### src/tiia_pkg.sv
`default_nettype none
package tiia_pkg;

	localparam int MAX_BLOCK = 5114;
	localparam int MAX_ROWS  = 20;
	localparam int MIN_BLOCK = 40;
	localparam int NUM_PRIMES = 52;

	localparam logic [12:0] K_MIN      = 13'(MIN_BLOCK);
	localparam logic [12:0] K_MAX      = 13'(MAX_BLOCK);
	localparam logic [12:0] K_P1_HIGH  = 13'd3211;
	localparam logic [12:0] K_P2_HIGH  = 13'd3161;
	localparam logic [12:0] K_P1_MID   = 13'd2481;
	localparam logic [12:0] K_P2_LOW   = 13'd2281;
	localparam logic [12:0] K_P3_HIGH  = 13'd530;
	localparam logic [12:0] K_P3_LOW   = 13'd481;
	localparam logic [12:0] K_R5_HIGH  = 13'd159;
	localparam logic [12:0] K_R10_HIGH = 13'd200;
	localparam logic [12:0] K_P0_LOW   = 13'd201;
	localparam logic [12:0] K_P2B_LOW  = 13'd160;

	localparam logic [1:0] PAT_A = 2'd0;
	localparam logic [1:0] PAT_B = 2'd1;
	localparam logic [1:0] PAT_C = 2'd2;
	localparam logic [1:0] PAT_D = 2'd3;

	localparam logic [5:0] LAST_PRIME_IDX = 6'(NUM_PRIMES - 1);
	localparam logic [5:0] END_PRIME_IDX  = 6'(NUM_PRIMES);

	localparam logic [8:0] PRIMES [NUM_PRIMES] = '{
		9'd7, 9'd11, 9'd13, 9'd17, 9'd19, 9'd23, 9'd29, 9'd31, 9'd37, 9'd41, 9'd43,
		9'd47, 9'd53, 9'd59, 9'd61, 9'd67, 9'd71, 9'd73, 9'd79, 9'd83, 9'd89, 9'd97,
		9'd101, 9'd103, 9'd107, 9'd109, 9'd113, 9'd127, 9'd131, 9'd137, 9'd139,
		9'd149, 9'd151, 9'd157, 9'd163, 9'd167, 9'd173, 9'd179, 9'd181, 9'd191,
		9'd193, 9'd197, 9'd199, 9'd211, 9'd223, 9'd227, 9'd229, 9'd233, 9'd239,
		9'd241, 9'd251, 9'd257
	};

	localparam logic [4:0] ROOTS [NUM_PRIMES] = '{
		5'd3, 5'd2, 5'd2, 5'd3, 5'd2, 5'd5, 5'd2, 5'd3, 5'd2, 5'd6, 5'd3, 5'd5,
		5'd2, 5'd2, 5'd2, 5'd2, 5'd7, 5'd5, 5'd3, 5'd2, 5'd3, 5'd5, 5'd2, 5'd5,
		5'd2, 5'd6, 5'd3, 5'd3, 5'd2, 5'd3, 5'd2, 5'd2, 5'd6, 5'd5, 5'd2, 5'd5,
		5'd2, 5'd2, 5'd2, 5'd19, 5'd5, 5'd2, 5'd3, 5'd2, 5'd3, 5'd2, 5'd6, 5'd3,
		5'd7, 5'd7, 5'd6, 5'd3
	};

	localparam logic [4:0] ROWS_A [MAX_ROWS] = '{
		5'd19, 5'd9, 5'd14, 5'd4, 5'd0, 5'd2, 5'd5, 5'd7, 5'd12, 5'd18,
		5'd10, 5'd8, 5'd13, 5'd17, 5'd3, 5'd1, 5'd16, 5'd6, 5'd15, 5'd11
	};
	localparam logic [4:0] ROWS_B [MAX_ROWS] = '{
		5'd19, 5'd9, 5'd14, 5'd4, 5'd0, 5'd2, 5'd5, 5'd7, 5'd12, 5'd18,
		5'd16, 5'd13, 5'd17, 5'd15, 5'd3, 5'd1, 5'd6, 5'd11, 5'd8, 5'd10
	};
	localparam logic [4:0] ROWS_C [MAX_ROWS] = '{
		5'd9, 5'd8, 5'd7, 5'd6, 5'd5, 5'd4, 5'd3, 5'd2, 5'd1, 5'd0,
		5'd0, 5'd0, 5'd0, 5'd0, 5'd0, 5'd0, 5'd0, 5'd0, 5'd0, 5'd0
	};
	localparam logic [4:0] ROWS_D [MAX_ROWS] = '{
		5'd4, 5'd3, 5'd2, 5'd1, 5'd0, 5'd0, 5'd0, 5'd0, 5'd0, 5'd0,
		5'd0, 5'd0, 5'd0, 5'd0, 5'd0, 5'd0, 5'd0, 5'd0, 5'd0, 5'd0
	};

	typedef enum logic [3:0] {
		ST_IDLE,
		ST_INIT,
		ST_PSRCH,
		ST_COL,
		ST_SWAP,
		ST_SEQ0,
		ST_SEQ,
		ST_QRED,
		ST_QCHK,
		ST_WALK_A,
		ST_WALK_B
	} state_t;

	function automatic logic [8:0] prime_at(input logic [5:0] idx);
		logic [8:0] res;
		res = (idx < END_PRIME_IDX) ? PRIMES[idx] : 9'd0;
		return res;
	endfunction

	function automatic logic [4:0] root_at(input logic [5:0] idx);
		logic [4:0] res;
		res = (idx < END_PRIME_IDX) ? ROOTS[idx] : 5'd0;
		return res;
	endfunction

	function automatic logic [4:0] row_at(input logic [1:0] sel, input logic [4:0] idx);
		logic [4:0] res;
		res = 5'd0;
		if (idx < 5'(MAX_ROWS)) begin
			unique case (sel)
				PAT_A: res = ROWS_A[idx];
				PAT_B: res = ROWS_B[idx];
				PAT_C: res = ROWS_C[idx];
				PAT_D: res = ROWS_D[idx];
				default: res = 5'd0;
			endcase
		end
		return res;
	endfunction

	function automatic logic [1:0] pattern_for(input logic [12:0] k);
		logic [1:0] res;
		if (k >= K_P1_HIGH) res = PAT_A;
		else if (k >= K_P2_HIGH) res = PAT_B;
		else if (k >= K_P1_MID) res = PAT_A;
		else if (k >= K_P2_LOW) res = PAT_B;
		else if (k > K_P3_HIGH) res = PAT_A;
		else if (k >= K_P3_LOW) res = PAT_C;
		else if (k >= K_P0_LOW) res = PAT_A;
		else if (k >= K_P2B_LOW) res = PAT_C;
		else res = PAT_D;
		return res;
	endfunction

endpackage
`default_nettype wire

### src/tiia_ram.sv
`default_nettype none
module tiia_ram #(
	parameter int AW = 8,
	parameter int DW = 9
) (
	input  wire logic          clk,
	input  wire logic          we,
	input  wire logic [AW-1:0] waddr,
	input  wire logic [DW-1:0] wdata,
	input  wire logic          re,
	input  wire logic [AW-1:0] raddr,
	output logic      [DW-1:0] rdata
);

	logic [DW-1:0] mem [2**AW];

	always_ff @(posedge clk) begin
		if (we) begin
			mem[waddr] <= wdata;
		end
		if (re) begin
			rdata <= mem[raddr];
		end
	end

endmodule
`default_nettype wire

### src/turbo_internal_interleaver_address.sv
// Turbo-code internal interleaver address generator.
// Channels: cfg_valid/cfg_ready/cfg_data writes block size K (always ready;
// write only while idle, used at the next restart). s_* carries one request
// per item: s_tdata[0] = restart. m_* returns one item per request:
// m_tdata[12:0] = address, m_tlast = last address of the block.
// A restart (or the first request after reset) rebuilds the tables:
// prime search, base sequence (one entry at a time through the shift-add
// modular multiplier), then the row prime search with repeated-subtraction
// divisibility checks, all before the first address of the block is found.
// Other requests examine one candidate at a time (base sequence RAM
// read, then compare against K); each pruned candidate adds another read and compare.
// s_tready is high only while no request is in work. When the receiver stalls,
// the finished address waits in the walk stage and the output register holds.
// Reset clears the state, the row and column counts, the walk position and the output
// valid; K resets to 40 and the first request builds the tables.
`default_nettype none
module turbo_internal_interleaver_address (
	input  wire logic        clk,
	input  wire logic        arst_n,
	input  wire logic        cfg_valid,
	output logic             cfg_ready,
	input  wire logic [12:0] cfg_data,     // block_size
	input  wire logic        s_tvalid,
	output logic             s_tready,
	input  wire logic [7:0]  s_tdata,      // [0] restart, [7:1] zero
	output logic             m_tvalid,
	input  wire logic        m_tready,
	output logic      [15:0] m_tdata,      // [12:0] address, [15:13] zero
	output logic             m_tlast       // last
);

	tiia_pkg::state_t state_q, state_d;

	logic [12:0] block_size_q;
	logic [12:0] k_q;
	logic [4:0]  rr_q;
	logic [1:0]  psel_q;
	logic [8:0]  p_q;
	logic [4:0]  v_q;
	logic [8:0]  c_q;
	logic        swap_q;
	logic [5:0]  pi_q;
	logic [8:0]  i_q;
	logic [8:0]  sprev_q;
	logic [8:0]  macc_q;
	logic [2:0]  bit_q;
	logic [4:0]  j_q;
	logic [8:0]  rem_q;
	logic [8:0]  rq_q;
	logic [7:0]  rp_q  [tiia_pkg::MAX_ROWS];
	logic [7:0]  acc_q [tiia_pkg::MAX_ROWS];
	logic [4:0]  row_pos_q;
	logic [8:0]  col_pos_q;
	logic [12:0] emitted_q;
	logic [4:0]  row_s1;
	logic [8:0]  col_s1;
	logic [12:0] addr_q;
	logic        last_q;
	logic        mvalid_q;

	logic        s_acc;
	logic        build_req;
	logic        wstep;
	logic        zero_pos;
	logic [4:0]  rpos;
	logic [8:0]  cpos;
	logic [4:0]  row_a;
	logic [7:0]  acc_a;
	logic [8:0]  acc_sum;
	logic [7:0]  acc_nxt;
	logic        row_wrap;
	logic        col_wrap;
	logic [8:0]  pm1;
	logic [12:0] kc;
	logic [4:0]  rr_init;
	logic        spec53;
	logic [14:0] prod_ps;
	logic        ps_hit;
	logic [13:0] prod_cm1;
	logic [13:0] prod_cp;
	logic [13:0] prod_rc;
	logic [9:0]  t1, t1r, t2, t2r;
	logic [9:0]  i_next_p1;
	logic        seq_more;
	logic [8:0]  cand;
	logic        q_last;
	logic [8:0]  sv;
	logic [8:0]  u;
	logic [13:0] idx;
	logic        found;
	logic        ofree;
	logic        emit;
	logic [12:0] emitted_inc;
	logic        ram_we;
	logic [7:0]  ram_waddr;
	logic [8:0]  ram_wdata;

	assign cfg_ready = 1'b1;
	assign s_tready  = (state_q == tiia_pkg::ST_IDLE);
	assign s_acc     = s_tvalid && s_tready;
	assign build_req = s_tdata[0] || (rr_q == 5'd0) || (c_q == 9'd0);
	assign m_tvalid  = mvalid_q;
	assign m_tdata   = {3'd0, addr_q};
	assign m_tlast   = last_q;

	assign pm1 = p_q - 9'd1;

	// build arithmetic
	always_comb begin
		if (block_size_q < tiia_pkg::K_MIN) kc = tiia_pkg::K_MIN;
		else if (block_size_q > tiia_pkg::K_MAX) kc = tiia_pkg::K_MAX;
		else kc = block_size_q;
		spec53 = (kc >= tiia_pkg::K_P3_LOW) && (kc <= tiia_pkg::K_P3_HIGH);
		if (kc <= tiia_pkg::K_R5_HIGH) rr_init = 5'd5;
		else if (kc <= tiia_pkg::K_R10_HIGH) rr_init = 5'd10;
		else if (spec53) rr_init = 5'd10;
		else rr_init = 5'd20;
	end

	assign prod_ps  = 15'(rr_q) * 15'({1'b0, tiia_pkg::prime_at(pi_q)} + 10'd1);
	assign ps_hit   = (prod_ps >= 15'(k_q)) || (pi_q == tiia_pkg::LAST_PRIME_IDX);
	assign prod_cm1 = 14'(rr_q) * 14'(pm1);
	assign prod_cp  = 14'(rr_q) * 14'(p_q);
	assign prod_rc  = 14'(rr_q) * 14'(c_q);

	// shift-add modular multiply step: macc = 2*macc + bit*sprev mod p
	always_comb begin
		t1  = {macc_q, 1'b0};
		t1r = (t1 >= 10'(p_q)) ? t1 - 10'(p_q) : t1;
		t2  = t1r + (v_q[bit_q] ? 10'(sprev_q) : 10'd0);
		t2r = (t2 >= 10'(p_q)) ? t2 - 10'(p_q) : t2;
	end

	assign i_next_p1 = 10'(i_q) + 10'd2;
	assign seq_more  = (i_next_p1 < 10'(p_q)) && (i_q < 9'd255);

	assign cand   = tiia_pkg::prime_at(pi_q);
	assign q_last = (j_q + 5'd1 == rr_q);

	// walk step
	assign wstep    = (state_q == tiia_pkg::ST_WALK_A) || (s_acc && !build_req);
	assign zero_pos = (state_q == tiia_pkg::ST_IDLE) && (emitted_q >= k_q);
	assign rpos     = zero_pos ? 5'd0 : row_pos_q;
	assign cpos     = zero_pos ? 9'd0 : col_pos_q;
	assign row_a    = tiia_pkg::row_at(psel_q, rpos);
	assign acc_a    = zero_pos ? 8'd0 : acc_q[row_a];
	assign acc_sum  = 9'(acc_a) + 9'(rp_q[row_a]);
	assign acc_nxt  = (acc_sum >= pm1) ? 8'(acc_sum - pm1) : acc_sum[7:0];
	assign row_wrap = (rpos + 5'd1 >= rr_q);
	assign col_wrap = row_wrap && (cpos + 9'd1 >= c_q);

	// column value
	always_comb begin
		if (swap_q && (row_s1 + 5'd1 == rr_q) && (col_s1 == 9'd0)) u = p_q;
		else if (swap_q && (row_s1 + 5'd1 == rr_q) && (col_s1 == p_q)) u = 9'd1;
		else if ((c_q != pm1) && (col_s1 == pm1)) u = 9'd0;
		else if ((c_q == p_q + 9'd1) && (col_s1 == p_q)) u = p_q;
		else if (c_q == pm1) u = sv - 9'd1;
		else u = sv;
	end

	assign idx         = 14'(row_s1) * 14'(c_q) + 14'(u);
	assign found       = (idx < 14'(k_q));
	assign ofree       = !mvalid_q || m_tready;
	assign emit        = (state_q == tiia_pkg::ST_WALK_B) && found && ofree;
	assign emitted_inc = emitted_q + 13'd1;

	always_comb begin
		ram_we    = 1'b0;
		ram_waddr = 8'd0;
		ram_wdata = 9'd1;
		if (state_q == tiia_pkg::ST_SEQ0) begin
			ram_we = 1'b1;
		end else if ((state_q == tiia_pkg::ST_SEQ) && (bit_q == 3'd0)) begin
			ram_we    = 1'b1;
			ram_waddr = i_q[7:0];
			ram_wdata = t2r[8:0];
		end
	end

	tiia_ram #(
		.AW(8),
		.DW(9)
	) u_seq_ram (
		.clk   (clk),
		.we    (ram_we),
		.waddr (ram_waddr),
		.wdata (ram_wdata),
		.re    (wstep),
		.raddr (acc_a),
		.rdata (sv)
	);

	always_ff @(posedge clk or negedge arst_n) begin
		if (!arst_n) begin
			state_q <= tiia_pkg::ST_IDLE;
		end else begin
			state_q <= state_d;
		end
	end

	always_comb begin
		state_d = state_q;
		unique case (state_q)
			tiia_pkg::ST_IDLE: begin
				if (s_acc) state_d = build_req ? tiia_pkg::ST_INIT : tiia_pkg::ST_WALK_B;
			end
			tiia_pkg::ST_INIT: state_d = spec53 ? tiia_pkg::ST_SWAP : tiia_pkg::ST_PSRCH;
			tiia_pkg::ST_PSRCH: if (ps_hit) state_d = tiia_pkg::ST_COL;
			tiia_pkg::ST_COL: state_d = tiia_pkg::ST_SWAP;
			tiia_pkg::ST_SWAP: state_d = tiia_pkg::ST_SEQ0;
			tiia_pkg::ST_SEQ0: state_d = tiia_pkg::ST_SEQ;
			tiia_pkg::ST_SEQ: begin
				if ((bit_q == 3'd0) && !seq_more) state_d = tiia_pkg::ST_QRED;
			end
			tiia_pkg::ST_QRED: begin
				if (rq_q < pm1) state_d = q_last ? tiia_pkg::ST_WALK_A : tiia_pkg::ST_QCHK;
			end
			tiia_pkg::ST_QCHK: begin
				if (pi_q == tiia_pkg::END_PRIME_IDX) state_d = tiia_pkg::ST_QRED;
				else if ((rem_q < cand) && (rem_q != 9'd0)) state_d = tiia_pkg::ST_QRED;
			end
			tiia_pkg::ST_WALK_A: state_d = tiia_pkg::ST_WALK_B;
			tiia_pkg::ST_WALK_B: begin
				if (!found) state_d = tiia_pkg::ST_WALK_A;
				else if (ofree) state_d = tiia_pkg::ST_IDLE;
			end
			default: state_d = tiia_pkg::ST_IDLE;
		endcase
	end

	always_ff @(posedge clk or negedge arst_n) begin
		if (!arst_n) begin
			block_size_q <= tiia_pkg::K_MIN;
			k_q          <= 13'd0;
			rr_q         <= 5'd0;
			c_q          <= 9'd0;
			row_pos_q    <= 5'd0;
			col_pos_q    <= 9'd0;
			emitted_q    <= 13'd0;
			mvalid_q     <= 1'b0;
		end else begin
			if (cfg_valid) begin
				block_size_q <= cfg_data;
			end
			if (emit) begin
				mvalid_q <= 1'b1;
			end else if (m_tready) begin
				mvalid_q <= 1'b0;
			end
			if (emit) begin
				emitted_q <= emitted_inc;
			end else if (wstep && zero_pos) begin
				emitted_q <= 13'd0;
			end
			if (state_q == tiia_pkg::ST_INIT) begin
				k_q  <= kc;
				rr_q <= rr_init;
				if (spec53) c_q <= 9'd53;
			end
			if (state_q == tiia_pkg::ST_COL) begin
				if (prod_cm1 >= 14'(k_q)) c_q <= pm1;
				else if (prod_cp >= 14'(k_q)) c_q <= p_q;
				else c_q <= p_q + 9'd1;
			end
			if ((state_q == tiia_pkg::ST_QRED) && (rq_q < pm1) && q_last) begin
				row_pos_q <= 5'd0;
				col_pos_q <= 9'd0;
				emitted_q <= 13'd0;
			end
			if (wstep) begin
				if (row_wrap) begin
					row_pos_q <= 5'd0;
					col_pos_q <= col_wrap ? 9'd0 : cpos + 9'd1;
				end else begin
					row_pos_q <= rpos + 5'd1;
					col_pos_q <= cpos;
				end
			end
		end
	end

	always_ff @(posedge clk) begin
		if (state_q == tiia_pkg::ST_INIT) begin
			psel_q <= tiia_pkg::pattern_for(kc);
			pi_q   <= 6'd0;
			if (spec53) begin
				p_q <= 9'd53;
				v_q <= 5'd2;
			end
		end
		if ((state_q == tiia_pkg::ST_PSRCH) && ps_hit) begin
			p_q  <= tiia_pkg::prime_at(pi_q);
			v_q  <= tiia_pkg::root_at(pi_q);
		end else if (state_q == tiia_pkg::ST_PSRCH) begin
			pi_q <= pi_q + 6'd1;
		end
		if (state_q == tiia_pkg::ST_SWAP) begin
			swap_q <= (c_q == p_q + 9'd1) && (prod_rc == 14'(k_q));
			pi_q   <= 6'd0;
		end
		if (state_q == tiia_pkg::ST_SEQ0) begin
			i_q     <= 9'd1;
			sprev_q <= 9'd1;
			macc_q  <= 9'd0;
			bit_q   <= 3'd4;
		end
		if (state_q == tiia_pkg::ST_SEQ) begin
			if (bit_q == 3'd0) begin
				sprev_q <= t2r[8:0];
				i_q     <= i_q + 9'd1;
				macc_q  <= 9'd0;
				bit_q   <= 3'd4;
				if (!seq_more) begin
					j_q  <= 5'd0;
					rq_q <= 9'd1;
				end
			end else begin
				macc_q <= t2r[8:0];
				bit_q  <= bit_q - 3'd1;
			end
		end
		if (state_q == tiia_pkg::ST_QRED) begin
			if (rq_q >= pm1) begin
				rq_q <= rq_q - pm1;
			end else begin
				rp_q[tiia_pkg::row_at(psel_q, j_q)] <= rq_q[7:0];
				j_q   <= j_q + 5'd1;
				rem_q <= pm1;
			end
		end
		if (state_q == tiia_pkg::ST_QCHK) begin
			if (pi_q == tiia_pkg::END_PRIME_IDX) begin
				rq_q <= 9'd0;
			end else if (rem_q >= cand) begin
				rem_q <= rem_q - cand;
			end else if (rem_q != 9'd0) begin
				rq_q <= cand;
				pi_q <= pi_q + 6'd1;
			end else begin
				pi_q  <= pi_q + 6'd1;
				rem_q <= pm1;
			end
		end
		if ((state_q == tiia_pkg::ST_QRED) && (rq_q < pm1) && q_last) begin
			for (int n = 0; n < tiia_pkg::MAX_ROWS; n++) begin
				acc_q[n] <= 8'd0;
			end
		end
		if (wstep) begin
			row_s1 <= row_a;
			col_s1 <= cpos;
			for (int n = 0; n < tiia_pkg::MAX_ROWS; n++) begin
				if (!col_wrap && (5'(n) == row_a)) begin
					acc_q[n] <= acc_nxt;
				end else if (col_wrap || zero_pos) begin
					acc_q[n] <= 8'd0;
				end
			end
		end
		if (emit) begin
			addr_q <= idx[12:0];
			last_q <= (emitted_inc == k_q);
		end
	end

	a_addr_in_block: assert property (@(posedge clk) disable iff (!arst_n)
		emit |=> (m_tdata[12:0] < k_q))
		else $error("address not below block size");

	a_last_count: assert property (@(posedge clk) disable iff (!arst_n)
		emit |=> (m_tlast == (emitted_q == k_q)))
		else $error("last flag does not match count");

	a_emit_valid: assert property (@(posedge clk) disable iff (!arst_n)
		emit |=> m_tvalid)
		else $error("found address not presented");

	a_row_range: assert property (@(posedge clk) disable iff (!arst_n)
		(state_q == tiia_pkg::ST_WALK_A) |-> (row_pos_q < rr_q))
		else $error("row position out of range");

endmodule
`default_nettype wire

### config.mk
export PLATFORM = sky130hd
export DESIGN_NAME = turbo_internal_interleaver_address
export DESIGN_NICKNAME = d
export VERILOG_FILES = /design/src/tiia_pkg.sv /design/src/tiia_ram.sv /design/src/turbo_internal_interleaver_address.sv
export SDC_FILE = /design/constraint.sdc
export NUM_CORES = 2
export LEC_CHECK = 0
export BUFFER_PORTS_ARGS = -buffer_cell sky130_fd_sc_hd__clkbuf_2
export CAP_MARGIN = 20
export CORE_UTILIZATION = 30
export DETAILED_ROUTE_END_ITERATION = 16
export HOLD_SLACK_MARGIN = 0.06
export PLACE_DENSITY = 0.53
export SLEW_MARGIN = 5
export SYNTH_ARGS = -nofsm -noshare
export SYNTH_HDL_FRONTEND = slang
export SYNTH_SLANG_ARGS = --single-unit
### constraint.sdc
create_clock -name clk -period 13.1 [get_ports clk]
set_input_delay 0.655 -clock clk [delete_from_list [all_inputs] [get_ports clk]]
set_output_delay 0.655 -clock clk [all_outputs]
set_load 0.05 [all_outputs]
==> flow_summary.toml <==
[placement]
hpwl_um = 226000
io_buffers = 34
gp_congestion = 0.838

[power_and_ir_drop]
peakVddDrop_mv = 0.111
p_leak_nw = 51.8
p_per_area_mw_per_mm2 = 126
totalPowerFinal_mw = 18.3

[floorplanning]
floorplan.die.height_um = 657
num_rows = 240
core-area_mm2 = 0.427
ios = 46
start_util_pct = 30.2
die-area_mm2 = 0.432
die_w_um = 657

[setup_path]
crit_path_frequent_cell = "a21o_1"
required_ns = 13.71
crit_fanout = 60
reg2regPathDepth = 34
cp-end-kind = "flop"
max_stage_delay_ns = 0.86
slowest_stage = "o21ai_2"
r2r_end = "acc_q[9][0]$_SDFFCE_PP0P_"
crit_arrival_ns = 11.93
crit_type = "reg -> reg"
r2r_setup_slack_ns = 1.78
r2r-start = "k_q[1]$_DFFE_PN0P_"
cp-start-kind = "flop"

[drt]
drt_wl_total_um = 383000
via_count = 86600
drtPass1Iterations = 6
antenna_left = 0
drcViolationCount = 0
vias_per_cell = 5.08
wire_per_inst_um = 22.4
first_iter_violations = 8656

[sta]
skew_ns = 0.0705
period_share_pct = 86.4
setup_tns_ns = 0
min_period_ns = 11.32
slew_headroom_pct = 20.4
fmax_ghz = 0.0883
tightest_slew_ns = 1.18
rsz0062_at_grt = "no"
hold_viol = 0
drv_slew = 0
setup-violations-final = 0

[global_route]
grt_pass1_vias = 82100
grt_usage_pct = 17.1
antenna_found_initial = 9
grt_max_degree = 200
grt_first_pass_wirelength_um = 561000
grt.overflow.total = 0

[yosys]
ys_seq_area_share_pct = 64.8
synth_area_mm2 = 0.129
synthArstFlopShare_pct = 2.53
synth_flop_cell = "edfxtp_1"
yosys-top-cells-area = "edfxtp_1 (63%), nand2_1 (7.8%), nand3_1 (5.6%)"
ys_types = 101
avgSynthCellArea_um2 = 11.5
synth_top_area_cell = "edfxtp_1"
yosysWarnings = 0
synth-seq-cells = 2807
synth_edf_count = 2689
synth_top_area_share_pct = 62.7
syn_inst = 11200

[clocking]
cts_tree = "built"
clk_pin_slew_ns = 0.06
post_cts_buffers = 0
root_buffer = "clkbuf_16"
cts.htree.levels = 5
clk-insertion-delay-late_ns = 0.93
post_cts_resized = 0
cts_buffer_depth = 4
cts_buffers = 315
holdBufCountCts = 14
cts_sinks = 2807

[flow_run]
drv_cap = 0

[min_path]
hold_path.class = "in -> async"

[run_status]
status = "finished, final reports clean"

[finish]
final_cell_mix = "edfxtp_1 (2689), nand2_1 (2666), nand3_1 (1424)"
layout_commonest_cell = "edfxtp_1"
area_delta_synth_final_pct = 12.5
fin_nets = 11500
drive_gt1_share_pct = 6.85
fill_cells = 42100
-- how the worst max path moves through the flow --
stage / end / cells after the start / from
after floorplan: u_seq_ram.mem[0][1]$_DFFE_PP_ / 30 / p_q[0]$_SDFFCE_PN1P_
after global placement: emitted_q[11]$_DFFE_PN0P_ / 39 / p_q[0]$_SDFFCE_PN1P_
after detailed placement: emitted_q[11]$_DFFE_PN0P_ / 37 / p_q[0]$_SDFFCE_PN1P_
after CTS: emitted_q[4]$_DFFE_PN0P_ / 37 / p_q[0]$_SDFFCE_PN1P_
after global routing: emitted_q[10]$_DFFE_PN0P_ / 39 / p_q[0]$_SDFFCE_PN1P_
final: acc_q[9][0]$_SDFFCE_PP0P_ / 34 / k_q[1]$_DFFE_PN0P_
-- report_power, final --
| part | switching [mW] | leakage [nW] | internal (mW) |
|---|---|---|---|
| clock | 3.68 | 4.76 | 4.86 |
| sequential | 0.00909 | 25.6 | 9.69 |
| combinational | 0.0234 | 21.4 | 0.0165 |
-- Yosys cell counts, drive strengths merged, types with 96 or more instances --
| master | number |
|---|---|
| a31oi | 96 |
| o21ai | 277 |
| edfxtp | 2689 |
| a21oi | 395 |
| nand2 | 2680 |
| nor2 | 765 |
| clkbuf | 290 |
| fa | 124 |
| nand3 | 1429 |
| buf | 410 |
| xnor2 | 146 |
| inv | 272 |
| ha | 293 |
-- flip-flops by register name, indices dropped and copies added (netlist names), 13 cells and up --
register / cells
acc_q: 160
addr_q: 13
block_size_q: 13
emitted_q: 13
k_q: 13
rp_q: 160
u_seq_ram.mem: 2304
-- per-stage QoR --
step	hold slack, ns	setup WS, ns	instances	cell area [µm²]	utilization [%]
final	0.124	1.78	17000	145000	33.9
after global routing	0.105	1.08	17000	145000	33.9
after CTS	0.0947	1.85	17000	145000	33.9
after detailed placement	0.431	1.89	16500	135000	31.6
after global placement	0.425	1.85	16400	135000	31.6
after floorplan	0.359	2.66	11300	129000	-
-- critical path, delay by kind of cell (launching register included) --
family	cells	cell delay, ns
AOI/OAI and AO/OA	16	4.58
and+or+nand+nor	8	2.39
adders and majority gates	5	1.84
buffers and inverters	4	1.21
muxes	1	0.48
DFF	1	0.44
-- metal layers --
metal  global-route usage [%]  up-vias  wire length, µm
met5                        0        -                0
met1                     24.6    43300           173000
li1                         -    40000                -
met4                     4.34        0             9420
met2                     26.9     2846           174000
met3                     2.37      487            25200
-- final cells by class --
cell class              instances  area, µm²  share of cell area (%)
repair buffers                226       2100                    1.45
flip-flops and latches       2807      83500                    57.6
diodes                          8       20.0                  0.0138
clock buffers                 382       8220                    5.67
clock inverters               186       1570                    1.08
well taps                    5687       7120                    4.91
multi-input cells            7468      41400                    28.6
inverters                     281       1070                   0.741
-- cell families (layout without fill, tap and decap cells) --
group / count (synthesis) / after routing / synth area share, %
AO/OA/AOI/OAI: 1296 / 1296 / 6.51
AND/OR/NAND/NOR: 5421 / 5421 / 18.2
flip-flops: 2807 / 2807 / 64.8
buffers and inverters: 981 / 1075 / 3.29
multiplexers: 112 / 112 / 0.957
other: 2 / 17 / 0.00583
adder cells (fa/ha/maj): 418 / 418 / 4.78
XOR/XNOR: 212 / 212 / 1.44
Power figures use the tool's default switching activity.
